### src/rtl/bspm_pkg.sv
package bspm_pkg;

  // Stream and configuration port widths.
  localparam int IN_W      = 72;
  localparam int OUT_W     = 48;
  localparam int CFG_IDX_W = 3;
  localparam int CFG_W     = 16;

  // Register indexes on the configuration port.
  typedef enum logic [CFG_IDX_W-1:0] {
    CFG_KP_SPEED       = 3'd0,
    CFG_KI_SPEED       = 3'd1,
    CFG_SPEED_TARGET   = 3'd2,
    CFG_POSITION_LIMIT = 3'd3,
    CFG_PITCH_LIMIT    = 3'd4,
    CFG_ROLL_LIMIT     = 3'd5
  } cfg_idx_e;

  localparam logic [12:0] POSITION_LIMIT_RST = 13'd3550;
  localparam logic [6:0]  PITCH_LIMIT_RST    = 7'd30;
  localparam logic [6:0]  ROLL_LIMIT_RST     = 7'd10;

  // Command from the sequencer to the serial multiply-accumulate unit.
  typedef struct packed {
    logic start;
    logic clear;
  } mac_cmd_t;

endpackage

### src/rtl/bspm_mac.sv
module bspm_mac #(
  parameter int AW    = 25,
  parameter int MW    = 16,
  parameter int ACC_W = 43
) (
  input  logic                    clk_i,
  input  logic                    rst_ni,
  input  bspm_pkg::mac_cmd_t      cmd_i,
  input  logic signed [AW-1:0]    a_i,
  input  logic signed [MW-1:0]    b_i,
  input  logic signed [ACC_W-1:0] init_i,
  output logic signed [ACC_W-1:0] acc_o,
  output logic                    done_o
);
  import bspm_pkg::*;

  localparam int CNT_W = $clog2(MW);

  logic signed [ACC_W-1:0] acc_q;
  logic signed [ACC_W-1:0] a_q;
  logic signed [ACC_W-1:0] acc_d;
  logic [MW-1:0]           b_q;
  logic [CNT_W-1:0]        cnt_q;
  logic                    busy_q;
  logic                    done_q;
  logic                    last_bit;

  // The multiplier bits are consumed from the least significant end; the
  // final bit is the sign bit of a two's complement operand, so it subtracts.
  assign last_bit = (cnt_q == '0);
  assign acc_d    = last_bit ? (acc_q - a_q) : (acc_q + a_q);

  always_ff @(posedge clk_i or negedge rst_ni) begin
    if (!rst_ni) begin
      busy_q <= 1'b0;
      done_q <= 1'b0;
      cnt_q  <= '0;
    end else begin
      done_q <= busy_q && last_bit;
      if (cmd_i.start) begin
        busy_q <= 1'b1;
        cnt_q  <= CNT_W'(MW - 1);
      end else if (busy_q) begin
        cnt_q <= cnt_q - 1'b1;
        if (last_bit) begin
          busy_q <= 1'b0;
        end
      end
    end
  end

  always_ff @(posedge clk_i) begin
    if (cmd_i.start) begin
      a_q <= ACC_W'(a_i);
      b_q <= b_i;
      if (cmd_i.clear) begin
        acc_q <= init_i;
      end
    end else if (busy_q) begin
      a_q <= a_q <<< 1;
      b_q <= b_q >> 1;
      if (b_q[0]) begin
        acc_q <= acc_d;
      end
    end
  end

  assign acc_o  = acc_q;
  assign done_o = done_q;

endmodule

### src/rtl/balance_speed_pi_motor_drive.sv
// Speed PI loop and motor drive for a two-wheeled balancing robot.
// Input channel (s_axis): one item per control tick. tuser carries the command
// bit; a command of one runs the speed update before the motor update, a
// command of zero only forms the motor drive from the stored speed loop output.
// Output channel (m_axis): one item per accepted input item, holding the
// direction and duty for both motors, the tilt stop flag and the speed output.
// Configuration: cfg_we_i writes cfg_wdata_i into register cfg_idx_i at the
// clock edge; write only while no item is in flight.
// Sequence: a speed update runs four products through one shift-and-add
// multiplier that takes one multiplier bit per cycle, MW = max(16, FRAC_BITS+2)
// bits, in the order speed filter, position update, PI loop, motor drive. An
// item with command zero goes straight to the motor drive. One item is worked
// on at a time; s_axis_tready is high only while the block waits for an item.
// The result sits in an output register, so the next item is accepted while it
// waits; a stalled receiver holds the block only when a second result is ready.
// Reset clears the speed filter, the position and the speed loop output, and
// returns the limits and gains to their reset values.
module balance_speed_pi_motor_drive #(
  parameter int FRAC_BITS = 8,
  parameter int DUTY_MAX  = 255
) (
  input  logic                              clk_i,
  input  logic                              rst_ni,
  input  logic                              s_axis_tvalid,
  output logic                              s_axis_tready,
  // pulse_left[9:0], pulse_right[19:10], pitch_angle[35:20], roll_angle[51:36],
  // angle_output[68:52], zero fill up to bit 71
  input  logic [bspm_pkg::IN_W-1:0]         s_axis_tdata,
  // command[0]
  input  logic [0:0]                        s_axis_tuser,
  output logic                              m_axis_tvalid,
  input  logic                              m_axis_tready,
  // left_reverse[0], left_duty[8:1], right_reverse[9], right_duty[17:10],
  // tilt_stop[18], speed_output[42:19], zero fill up to bit 47
  output logic [bspm_pkg::OUT_W-1:0]        m_axis_tdata,
  input  logic                              cfg_we_i,
  input  logic [bspm_pkg::CFG_IDX_W-1:0]    cfg_idx_i,
  input  logic [bspm_pkg::CFG_W-1:0]        cfg_wdata_i
);
  import bspm_pkg::*;

  localparam int AW     = (FRAC_BITS + 12 > 25) ? FRAC_BITS + 12 : 25;
  localparam int MW     = (FRAC_BITS + 2 > 16) ? FRAC_BITS + 2 : 16;
  localparam int ACC_W  = AW + MW + 2;
  localparam int CL_W   = ((FRAC_BITS + 14 > 25) ? FRAC_BITS + 14 : 25) + 1;
  localparam int CMP_W  = (FRAC_BITS + 8 > 17) ? FRAC_BITS + 8 : 17;
  localparam int SUM_W  = 26;
  localparam int C7     = (7 * (2 ** FRAC_BITS) + 5) / 10;
  localparam int C3     = (2 ** FRAC_BITS) - C7;

  localparam logic signed [MW-1:0]    C7_B    = MW'(C7);
  localparam logic signed [MW-1:0]    C3_B    = MW'(C3);
  localparam logic signed [ACC_W-1:0] HALF    = ACC_W'(2 ** (FRAC_BITS - 1));
  localparam logic signed [23:0]      S24_MAX = 24'h7FFFFF;
  localparam logic signed [23:0]      S24_MIN = 24'h800000;
  localparam logic signed [21:0]      S22_MAX = 22'h1FFFFF;
  localparam logic signed [21:0]      S22_MIN = 22'h200000;
  localparam logic [SUM_W-1:0]        DUTY_LIM = SUM_W'(DUTY_MAX);

  typedef enum logic [7:0] {
    ST_IDLE = 8'b0000_0001,
    ST_FS1  = 8'b0000_0010,
    ST_FS2  = 8'b0000_0100,
    ST_POS  = 8'b0000_1000,
    ST_PIGO = 8'b0001_0000,
    ST_PI1  = 8'b0010_0000,
    ST_PI2  = 8'b0100_0000,
    ST_DRV  = 8'b1000_0000
  } state_e;

  state_e state_q, state_d;

  logic signed [15:0] kp_q, ki_q;
  logic signed [10:0] tgt_q;
  logic [12:0]        plim_q;
  logic [6:0]         pitch_lim_q, roll_lim_q;

  logic signed [23:0] fs_q, fs_d;
  logic signed [21:0] ps_q, ps_d;
  logic signed [23:0] slo_q, slo_d;

  logic signed [9:0]  pl_q, pr_q;
  logic signed [15:0] pitch_q, roll_q;
  logic signed [16:0] ao_q;
  logic               capture;

  logic               m_valid_q;
  logic [OUT_W-1:0]   m_data_q, out_d;
  logic               load_out;
  logic               out_free;

  mac_cmd_t                mac_cmd;
  logic signed [AW-1:0]    mac_a;
  logic signed [MW-1:0]    mac_b;
  logic signed [ACC_W-1:0] mac_acc;
  logic                    mac_done;

  logic signed [10:0]      pulse_sum;
  logic signed [AW-1:0]    tgt_a, pulse_a, fs_a, ps_a;
  logic signed [ACC_W-1:0] acc_sh;
  logic signed [23:0]      acc_sat24;
  logic signed [CL_W-1:0]  pos_sum, lim_p, lim_n, pos_cl;
  logic signed [21:0]      pos_sat22;

  logic signed [SUM_W-1:0] drv_sum;
  logic                    drv_neg;
  logic [SUM_W-1:0]        drv_abs, drv_mag, drv_cl;
  logic signed [CMP_W-1:0] pitch_w, roll_w, pitch_lim_w, roll_lim_w;
  logic                    stop;
  logic                    rev;
  logic [7:0]              duty;

  // Configuration registers.
  always_ff @(posedge clk_i or negedge rst_ni) begin
    if (!rst_ni) begin
      kp_q        <= '0;
      ki_q        <= '0;
      tgt_q       <= '0;
      plim_q      <= POSITION_LIMIT_RST;
      pitch_lim_q <= PITCH_LIMIT_RST;
      roll_lim_q  <= ROLL_LIMIT_RST;
    end else if (cfg_we_i) begin
      case (cfg_idx_i)
        CFG_KP_SPEED:       kp_q        <= cfg_wdata_i;
        CFG_KI_SPEED:       ki_q        <= cfg_wdata_i;
        CFG_SPEED_TARGET:   tgt_q       <= cfg_wdata_i[10:0];
        CFG_POSITION_LIMIT: plim_q      <= cfg_wdata_i[12:0];
        CFG_PITCH_LIMIT:    pitch_lim_q <= cfg_wdata_i[6:0];
        CFG_ROLL_LIMIT:     roll_lim_q  <= cfg_wdata_i[6:0];
        default: ;
      endcase
    end
  end

  assign s_axis_tready = (state_q == ST_IDLE);
  assign capture       = s_axis_tready && s_axis_tvalid;

  always_ff @(posedge clk_i) begin
    if (capture) begin
      pl_q    <= s_axis_tdata[9:0];
      pr_q    <= s_axis_tdata[19:10];
      pitch_q <= s_axis_tdata[35:20];
      roll_q  <= s_axis_tdata[51:36];
      ao_q    <= s_axis_tdata[68:52];
    end
  end

  // Operands for the shared multiplier, all in Q.F.
  assign pulse_sum = 11'(pl_q) + 11'(pr_q);
  assign pulse_a   = AW'(pulse_sum) <<< FRAC_BITS;
  assign tgt_a     = AW'(tgt_q) <<< FRAC_BITS;
  assign fs_a      = AW'(fs_q);
  assign ps_a      = AW'(ps_q);

  // Floor shift of the accumulator and saturation to 24 bits.
  assign acc_sh    = mac_acc >>> FRAC_BITS;
  assign acc_sat24 = ((&acc_sh[ACC_W-1:23]) || !(|acc_sh[ACC_W-1:23])) ? acc_sh[23:0]
                   : (acc_sh[ACC_W-1] ? S24_MIN : S24_MAX);

  // Position clamp to the configured limit, then saturation to 22 bits.
  assign pos_sum   = CL_W'(ps_q) + CL_W'(fs_q);
  assign lim_p     = CL_W'({plim_q, {FRAC_BITS{1'b0}}});
  assign lim_n     = -lim_p;
  assign pos_cl    = (pos_sum > lim_p) ? lim_p : ((pos_sum < lim_n) ? lim_n : pos_sum);
  assign pos_sat22 = ((&pos_cl[CL_W-1:21]) || !(|pos_cl[CL_W-1:21])) ? pos_cl[21:0]
                   : (pos_cl[CL_W-1] ? S22_MIN : S22_MAX);

  // Motor drive: truncation toward zero is a shift of the magnitude.
  assign drv_sum = -SUM_W'(ao_q) - SUM_W'(slo_q);
  assign drv_neg = drv_sum[SUM_W-1];
  assign drv_abs = drv_neg ? SUM_W'(-drv_sum) : SUM_W'(drv_sum);
  assign drv_mag = drv_abs >> FRAC_BITS;
  assign drv_cl  = (drv_mag > DUTY_LIM) ? DUTY_LIM : drv_mag;

  assign pitch_w     = CMP_W'(pitch_q);
  assign roll_w      = CMP_W'(roll_q);
  assign pitch_lim_w = CMP_W'({pitch_lim_q, {FRAC_BITS{1'b0}}});
  assign roll_lim_w  = CMP_W'({roll_lim_q, {FRAC_BITS{1'b0}}});
  assign stop = (pitch_w > pitch_lim_w) || (pitch_w < -pitch_lim_w)
             || (roll_w > roll_lim_w) || (roll_w < -roll_lim_w);

  assign rev  = !stop && drv_neg && (drv_cl != '0);
  assign duty = stop ? 8'd0 : drv_cl[7:0];
  assign out_d = {5'b0, slo_q, stop, duty, rev, duty, rev};

  assign out_free = !m_valid_q || m_axis_tready;

  always_comb begin
    state_d  = state_q;
    mac_cmd  = '0;
    mac_a    = fs_a;
    mac_b    = C7_B;
    fs_d     = fs_q;
    ps_d     = ps_q;
    slo_d    = slo_q;
    load_out = 1'b0;
    case (state_q)
      ST_IDLE: begin
        if (s_axis_tvalid) begin
          if (s_axis_tuser[0]) begin
            mac_cmd.start = 1'b1;
            mac_cmd.clear = 1'b1;
            state_d       = ST_FS1;
          end else begin
            state_d = ST_DRV;
          end
        end
      end
      ST_FS1: begin
        if (mac_done) begin
          mac_cmd.start = 1'b1;
          mac_a         = pulse_a;
          mac_b         = C3_B;
          state_d       = ST_FS2;
        end
      end
      ST_FS2: begin
        if (mac_done) begin
          fs_d    = acc_sat24;
          state_d = ST_POS;
        end
      end
      ST_POS: begin
        ps_d    = pos_sat22;
        state_d = ST_PIGO;
      end
      ST_PIGO: begin
        mac_cmd.start = 1'b1;
        mac_cmd.clear = 1'b1;
        mac_a         = tgt_a - ps_a;
        mac_b         = MW'(ki_q);
        state_d       = ST_PI1;
      end
      ST_PI1: begin
        if (mac_done) begin
          mac_cmd.start = 1'b1;
          mac_a         = tgt_a - fs_a;
          mac_b         = MW'(kp_q);
          state_d       = ST_PI2;
        end
      end
      ST_PI2: begin
        if (mac_done) begin
          slo_d   = acc_sat24;
          state_d = ST_DRV;
        end
      end
      ST_DRV: begin
        if (out_free) begin
          load_out = 1'b1;
          state_d  = ST_IDLE;
        end
      end
      default: state_d = ST_IDLE;
    endcase
  end

  always_ff @(posedge clk_i or negedge rst_ni) begin
    if (!rst_ni) begin
      state_q   <= ST_IDLE;
      fs_q      <= '0;
      ps_q      <= '0;
      slo_q     <= '0;
      m_valid_q <= 1'b0;
    end else begin
      state_q <= state_d;
      fs_q    <= fs_d;
      ps_q    <= ps_d;
      slo_q   <= slo_d;
      if (load_out) begin
        m_valid_q <= 1'b1;
      end else if (m_axis_tready) begin
        m_valid_q <= 1'b0;
      end
    end
  end

  always_ff @(posedge clk_i) begin
    if (load_out) begin
      m_data_q <= out_d;
    end
  end

  assign m_axis_tvalid = m_valid_q;
  assign m_axis_tdata  = m_data_q;

  bspm_mac #(
    .AW    (AW),
    .MW    (MW),
    .ACC_W (ACC_W)
  ) u_mac (
    .clk_i  (clk_i),
    .rst_ni (rst_ni),
    .cmd_i  (mac_cmd),
    .a_i    (mac_a),
    .b_i    (mac_b),
    .init_i (HALF),
    .acc_o  (mac_acc),
    .done_o (mac_done)
  );

endmodule

### config.mk
export PLATFORM = sky130hd
export DESIGN_NAME = balance_speed_pi_motor_drive
export DESIGN_NICKNAME = d
export VERILOG_FILES = /design/src/rtl/bspm_pkg.sv /design/src/rtl/bspm_mac.sv /design/src/rtl/balance_speed_pi_motor_drive.sv
export SDC_FILE = /design/constraint.sdc
export NUM_CORES = 1
export LEC_CHECK = 0
export ABC_AREA = 0
export BUFFER_PORTS_ARGS = -buffer_cell sky130_fd_sc_hd__clkbuf_2
export CAP_MARGIN = 10
export CORE_AREA = 4 4 239 241
export CTS_CLUSTER_DIAMETER = 100
export DETAILED_ROUTE_END_ITERATION = 8
export DIE_AREA = 0 0 243 245
export SLEW_MARGIN = 20
export SYNTH_ARGS = -nofsm -noshare
export SYNTH_HDL_FRONTEND = slang
export SYNTH_SLANG_ARGS = --single-unit
### constraint.sdc
create_clock -name clk_i -period 12.15 [get_ports clk_i]
set_input_delay 1.215 -clock clk_i [delete_from_list [all_inputs] [get_ports clk_i]]
set_output_delay 1.215 -clock clk_i [all_outputs]
set_load 0.01 [all_outputs]
==> results of run 1 <==
## worst max-delay path by stage
stage                     slack [ns]  cells past startpoint                         end              startpoint
after floorplan                 6.21                      9  u_mac.a_q[0]$_SDFFCE_PN0P_  state_q[2]$_DFFE_PN0P_
after global placement          6.04                     21        ps_q[17]$_DFFE_PN0P_     fs_q[0]$_DFFE_PN0P_
after detailed placement        5.90                     21        ps_q[18]$_DFFE_PN0P_     fs_q[0]$_DFFE_PN0P_
after CTS                       5.88                     21        ps_q[18]$_DFFE_PN0P_     fs_q[0]$_DFFE_PN0P_
after global routing            5.50                     20         ps_q[1]$_DFFE_PN0P_     fs_q[0]$_DFFE_PN0P_
final                           5.80                     20         ps_q[1]$_DFFE_PN0P_     fs_q[0]$_DFFE_PN0P_
## worst reg2reg max path: stages (launching register included)
cell       delay [ns]
dfrtp_1          0.46
ha_1             0.20
inv_1            0.05
fa_1             0.39
nor2b_1          0.21
o2111ai_1        0.16
a21oi_1          0.31
a211oi_2         0.18
o21ai_0          0.49
a31oi_1          0.19
xnor2_1          0.37
ha_1             0.21
nand4_1          0.12
or4_1            0.57
nor3_1           0.16
a41oi_1          0.25
o41a_1           0.53
nor2_1           0.19
o311ai_1         0.13
o21ai_2          0.84
o22a_1           0.30
## registers in the layout, indices dropped and copies added, names as in the netlist, 17 cells and up
register,flops
u_mac.a_q,43
u_mac.acc_o,43
m_axis_tdata,34
fs_q,24
slo_q,24
ps_q,22
ao_q,17
## final cells by class
class | count | area [um2] | area share [%]
clock buffers | 59 | 1197 | 4.400
flip-flops and latches | 360 | 10050 | 36.95
multi-input cells | 1937 | 13400 | 49.25
repair buffers | 157 | 839.6 | 3.085
well taps | 704 | 880.8 | 3.237
inverters | 170 | 638.1 | 2.345
clock inverters | 20 | 198.9 | 0.7311
## per-stage QoR
step / area (um2) / instances / power (mW)
after floorplan: 24480 / 2566 / 4.418
after global placement: 25810 / 3328 / 5.068
after detailed placement: 25810 / 3328 / 5.172
after CTS: 27210 / 3407 / 6.487
after global routing: 27210 / 3407 / 6.976
final: 27210 / 3407 / 6.447
## cells in the mapped netlist (21+ instances only)
| cell type | number |
|---|---|
| mux2_2 | 60 |
| clkbuf_1 | 70 |
| a21o_1 | 80 |
| a31oi_1 | 29 |
| nor4_1 | 22 |
| a211oi_1 | 21 |
| and2_1 | 35 |
| nand3_1 | 42 |
| o21a_1 | 21 |
| inv_1 | 169 |
| nand4_1 | 22 |
| xnor2_1 | 111 |
| nor2_1 | 184 |
| ha_1 | 224 |
| xor2_1 | 72 |
| dfrtp_1 | 139 |
| a21oi_1 | 191 |
| nand2_1 | 218 |
| o22a_1 | 22 |
| nor2b_1 | 28 |
| nor3_1 | 67 |
| edfxtp_1 | 205 |
| nand2b_1 | 27 |
| o21ai_0 | 199 |
## power groups by stage
stage / logic, mW / registers, mW / clock network, mW
2_1_floorplan: 2.39 / 2.03 / 0
3_3_place_gp: 2.95 / 2.11 / 0
6_report: 3.06 / 2.10 / 1.28
5_1_grt: 3.46 / 2.14 / 1.37
3_5_place_dp: 3.05 / 2.12 / 0
4_1_cts: 3.07 / 2.10 / 1.32
## layer usage
metal  routed length [um]  global-route usage [%]  vias up  part of all wire (%)
met5                    0                       0        -                     0
met4                 2170                   7.299        0                   3.4
met1                27930                   27.31     9460                    44
met3                 3118                   2.786      126                   4.9
met2                30770                   36.67      466                    48
li1                     -                       -     9545                     -
## logic make-up after synthesis
kind of cell,count (synthesis)
AOI/OAI and AO/OA,717
xor gates and xnor gates,183
adders and majority gates,228
buffers and inverters,269
DFF,360
muxes,69
other,1
and+or+nand+nor,735
==> flow_metrics.env, run 1 <==
export IMPL_status="complete, no violations"
export IMPL_slowest_delay_ns=0.84
export IMPL_rr_worst_depth=20
export IMPL_clock_skew_ns=0.01485
export IMPL_endpoint_kind="register"
export IMPL_synth_top_family_by_area="compound AO/OA/AOI/OAI gates"
export IMPL_yosysTopAreaCell="edfxtp_1"
export IMPL_worstSetupStartpointType="register"
export IMPL_insertion_delay_ns=0.57
export IMPL_hpwl_um=48170
export IMPL_antenna_found_initial=0
export IMPL_die_h_um=245
export IMPL_slew_viol_final=0
export IMPL_fill_cells=5089
export IMPL_post_cts_setup_buffer_count=0
export IMPL_pwr_density_cell_nw_per_um2=236.9
export IMPL_tightestPinTransition_ns=1.145
export IMPL_hold_depth=0
export IMPL_finalSetupViolCount=0
export IMPL_yosysWarnings=0
export IMPL_synth_simple_area_share_pct=14.53
export IMPL_cp_common_cell="ha_1"
export IMPL_cts_max_level=2
export IMPL_rsz0062_at_grt="false"
export IMPL_cts_buffers=43
export IMPL_io_buffers=138
export IMPL_ys_types=86
export IMPL_num_rows=86
export IMPL_grt_pass1_vias=19320
export IMPL_holdBufCountCts=0
export IMPL_postSynthCellCount=2562
export IMPL_core_area_um2=54880
export IMPL_preCtsSetupSlack_ns=5.900
export IMPL_drc=0
export IMPL_max_vdd_ir_drop_v=0.0001238
export IMPL_regToRegStartpoint="fs_q[0]$_DFFE_PN0P_"
export IMPL_r2r_slack_ns=5.80
export IMPL_synthArstFlopShare_pct=43.06
export IMPL_layout_commonest_cell="ha_1"
export IMPL_syn_area_um2=24470
export IMPL_grt_pass1_wl_um=102500
export IMPL_crit_family="compound AO/OA/AOI/OAI gates"
export IMPL_post_route_period_util_pct=52.25
export IMPL_worst_path_buf_inv=1
export IMPL_p_sw_mw=2.570
export IMPL_synthTopCellsByArea="edfxtp_1, dfrtp_1, ha_1"
export IMPL_final_nets=2994
export IMPL_area_growth_pct=11.22
export IMPL_wl_per_cell_um=18.78
export IMPL_pwr_share_clk_pct=19.9
export IMPL_hp_class="reg -> reg"
export IMPL_ys_ff_latch=360
export IMPL_synth_top_cell_area_share_pct=25.16
export IMPL_syn_area_per_cell_um2=9.550
export IMPL_pwr_share_comb_pct=47.5
export IMPL_overflow=0
export IMPL_switching_share_pct=39.87
export IMPL_vias=19600
export IMPL_clockRootBuffer="clkbuf_16"
export IMPL_seq_area_frac_synth_pct=41.10
export IMPL_critPathKind="reg -> reg"
export IMPL_hold_viol=0
export IMPL_drtIter0Drc=1233
export IMPL_min_from="slo_q[8]$_DFFE_PN0P_"
export IMPL_cts_buffer_depth=3
export IMPL_synth_fa_ha_area_share_pct=11.78
export IMPL_worstPathRequired_ns=12.65
export IMPL_r2r_end="ps_q[1]$_DFFE_PN0P_"
export IMPL_p_int_mw=3.877
export IMPL_seqPwrFrac_pct=32.6
export IMPL_synth_flop_cell="edfxtp_1"
export IMPL_viasPerCell=5.752
export IMPL_io_pins=147
export IMPL_cts_resized_gates=0
export IMPL_max_slew_margin_rel_pct=23.68
export IMPL_holdPathEnd="m_axis_tdata[27]$_DFFE_PP_"
export IMPL_timing_final_crit_period_ns=6.348
export IMPL_crit_arrival_ns=6.85
export IMPL_setup_tns_ns=0
export IMPL_gp_congestion=0.9020
export IMPL_cts_tree="done"
export IMPL_track_usage_pct=21.13
export IMPL_max_freq_mhz=157.5
export IMPL_wirelength_um=63990
export IMPL_drtAntennaViolNets=0
export IMPL_postLayoutCoreUtil_pct=49.59
export IMPL_final_cell_mix="ha_1, nand2_1, edfxtp_1"
export IMPL_timing_hold_ws_ns=0.4754
export IMPL_critPathSlowestCell="o21ai_2"
export IMPL_maxCapViolCount=0
export IMPL_die_area_um2=59540
export IMPL_synth_compound_area_share_pct=18.48
export IMPL_dieWidth_um=243
export IMPL_initial_core_util_pct=44.58
export IMPL_cp_max_fo=21
export IMPL_first_pass_iters=5
export IMPL_timing_final_ws_setup_ns=5.802
export IMPL_cts_sinks=360
export IMPL_grt_max_degree=97
export IMPL_layout_drive_gt1_share_pct=12.17
export IMPL_worstPathCellList="ha_1, inv_1, fa_1, nor2b_1, o2111ai_1, a21oi_1, a211oi_2, o21ai_0, a31oi_1, xnor2_1, ha_1, nand4_1, or4_1, nor3_1, a41oi_1, o41a_1, nor2_1, o311ai_1, o21ai_2, o22a_1"
export IMPL_yosys_mux_area_fraction_pct=3.130
export IMPL_diodes=0
export IMPL_clkTransAtPathRegs_ns=0.06
export IMPL_synthXorXnorAreaFrac_pct=6.551
export IMPL_cellLeakagePower_nw=11.81
export IMPL_synth_edf_count=205
Power figures use the tool's default switching activity.
==> inputs of run 2 (changes only) <==
clock period = 6.4 ns   (was 12.15 ns; I/O delays follow)
==> run 2 against run 1 <==
  * Non-clock buffer count up 5
  * Wire length grew 2.0%
  * Cell count is 0.15% higher
  * Count of clock-buffer cells in the layout is 7 higher
==> flow_metrics.env, run 2 (synthesis results as in run 1) <==
export IMPL_regArea_um2=10050
export IMPL_cellLeakagePower_nw=11.88
export IMPL_setup_tns_ns=0
export IMPL_critPathSlowestCell="or4_1"
export IMPL_die_h_um=245
export IMPL_multi_input_area_um2=13400
export IMPL_first_pass_iters=5
export IMPL_clkTransAtPathRegs_ns=0.06
export IMPL_rsz0062_at_grt="false"
export IMPL_grt_pass1_wl_um=103100
export IMPL_cts_buffer_depth=3
export IMPL_cts_resized_gates=0
export IMPL_critPathKind="reg -> reg"
export IMPL_final_nets=2999
export IMPL_die_area_um2=59540
export IMPL_initial_core_util_pct=44.58
export IMPL_track_usage_pct=21.39
export IMPL_maxCapViolCount=0
export IMPL_routed_top_layer="met5"
export IMPL_tightestPinTransition_ns=0.9955
export IMPL_cp_common_cell="ha_1"
export IMPL_endpoint_kind="register"
export IMPL_max_vdd_ir_drop_v=0.0002634
export IMPL_cts_buffers=43
export IMPL_timing_final_crit_period_ns=5.656
export IMPL_finalSetupViolCount=0
export IMPL_core_area_um2=54880
export IMPL_pwr_density_cell_nw_per_um2=450.3
export IMPL_vias=19580
export IMPL_viasPerCell=5.737
export IMPL_max_freq_mhz=176.8
export IMPL_clock_skew_ns=0.01899
export IMPL_post_cts_setup_buffer_count=0
export IMPL_io_pins=147
export IMPL_drtIter0Drc=1162
export IMPL_hp_class="in -> async"
export IMPL_antenna_found_initial=1
export IMPL_status="complete, no violations"
export IMPL_drc=0
export IMPL_drtAntennaViolNets=0
export IMPL_cts_max_level=2
export IMPL_overflow=0
export IMPL_layout_commonest_cell="ha_1"
export IMPL_wl_met2_um=31160
export IMPL_crit_arrival_ns=6.16
export IMPL_slowest_delay_ns=0.60
export IMPL_worstSetupStartpointType="register"
export IMPL_worstPathCellList="ha_1, inv_1, fa_1, nor2b_1, o2111ai_1, a21oi_1, a211oi_2, o21ai_0, a31oi_1, xnor2_1, ha_1, nand4_1, or4_1, nor3_1, a41oi_1, o41a_1, nor2_1, o311ai_1, o21ai_1, buf_4, o22a_1"
export IMPL_insertion_delay_ns=0.58
export IMPL_dieWidth_um=243
export IMPL_clockRootBuffer="clkbuf_16"
export IMPL_slew_viol_final=0
export IMPL_cts_tree="done"
export IMPL_grt_max_degree=92
export IMPL_area_growth_pct=11.74
export IMPL_max_slew_margin_rel_pct=33.56
export IMPL_io_buffers=138
export IMPL_wl_per_cell_um=19.12
export IMPL_post_route_period_util_pct=88.37
export IMPL_hold_viol=0
export IMPL_worstPathRequired_ns=6.91
export IMPL_wirelength_um=65250
export IMPL_hpwl_um=48710
export IMPL_diodes=0
export IMPL_grt_pass1_vias=19190
export IMPL_routedLengthMet1_um=28520
export IMPL_num_rows=86
export IMPL_met3_length_um=3420
export IMPL_fill_cells=5109
export IMPL_cp_max_fo=21
export IMPL_power_mw=12.31
export IMPL_cts_sinks=360
export IMPL_gp_congestion=0.9064
export IMPL_holdBufCountCts=0
export IMPL_final_cell_mix="ha_1, nand2_1, edfxtp_1"
export IMPL_layout_drive_gt1_share_pct=12.52
-- run 2: cell count changes in the layout (fill, tap and decap cells not counted), sizes merged --
| cell | before | now |
|---|---|---|
| clkinvlp | 2 | 1 |
| bufinv | 3 | 1 |
| clkinv | 12 | 10 |
| buf | 20 | 25 |
| clkbuf | 196 | 203 |
| inv | 173 | 171 |
-- run 2: area by class of cell --
class	instances	area share (%)
multi-input combinational	1937	49.02
sequential	360	36.78
clock buffer	66	4.938
timing repair buffer	162	3.300
tap	704	3.222
inverter	170	2.334
clock inverter	13	0.4073
-- run 2: power breakdown --
part | leakage (nW) | internal (mW) | switching [mW] | total [mW]
Clock | 0.725 | 1.50 | 1.01 | 2.50
Sequential | 3.99 | 3.47 | 0.525 | 3.99
Combinational | 7.17 | 2.47 | 3.35 | 5.82
Total | 11.9 | 7.43 | 4.88 | 12.3
-- run 2: layer usage --
| layer | up-vias | track usage, % |
|---|---|---|
| met5 | - | 0 |
| met4 | 2 | 7.452 |
| met3 | 116 | 2.928 |
| met2 | 500 | 36.70 |
| met1 | 9398 | 27.87 |
| li1 | 9559 | - |
-- run 2: path summary, 6_finish.rpt --
kind | startpoint | endpoint | slack, ns | cells past startpoint
worst max-delay path | ps_q[0]$_DFFE_PN0P_ | ps_q[12]$_DFFE_PN0P_ | 0.74 | 21
worst min-delay path | rst_ni | kp_q[5]$_DFFE_PN0P_ | 0.13 | 1
worst max register to register | ps_q[0]$_DFFE_PN0P_ | ps_q[12]$_DFFE_PN0P_ | 0.74 | 21
worst min register to register | slo_q[20]$_DFFE_PN0P_ | m_axis_tdata[39]$_DFFE_PP_ | 0.47 | 0
max in group asynchronous | rst_ni | slo_q[19]$_DFFE_PN0P_ | 4.84 | 2
min in group clk_i | s_axis_tdata[14] | pr_q[4]$_DFFE_PP_ | 0.24 | 1
-- run 2: metrics by stage --
| stage | worst slack, ns | utilization [%] | hold slack (ns) | instances | cell area [um2] |
|---|---|---|---|---|---|
| 6_report | 0.7441 | 49.82 | 0.1342 | 3412 | 27340 |
| 5_1_grt | 0.3776 | 49.82 | 0.1943 | 3412 | 27340 |
| 4_1_cts | 0.7718 | 49.81 | 0.1655 | 3412 | 27330 |
| 3_5_place_dp | 0.8154 | 47.14 | 0.4646 | 3333 | 25870 |
| 3_3_place_gp | 0.8759 | 47.14 | 0.4625 | 3333 | 25870 |
| 2_1_floorplan | 0.4605 | - | 0.3444 | 2566 | 24480 |
-- run 2: critical path: cells and delay by family (launching register included) --
family	cells	cell delay (ns)
flip-flops	1	0.43
AND/OR/NAND/NOR	5	1.27
XOR/XNOR	1	0.35
AO/OA/AOI/OAI	10	2.34
buffers and inverters	2	0.37
adder cells (fa/ha/maj)	3	0.81
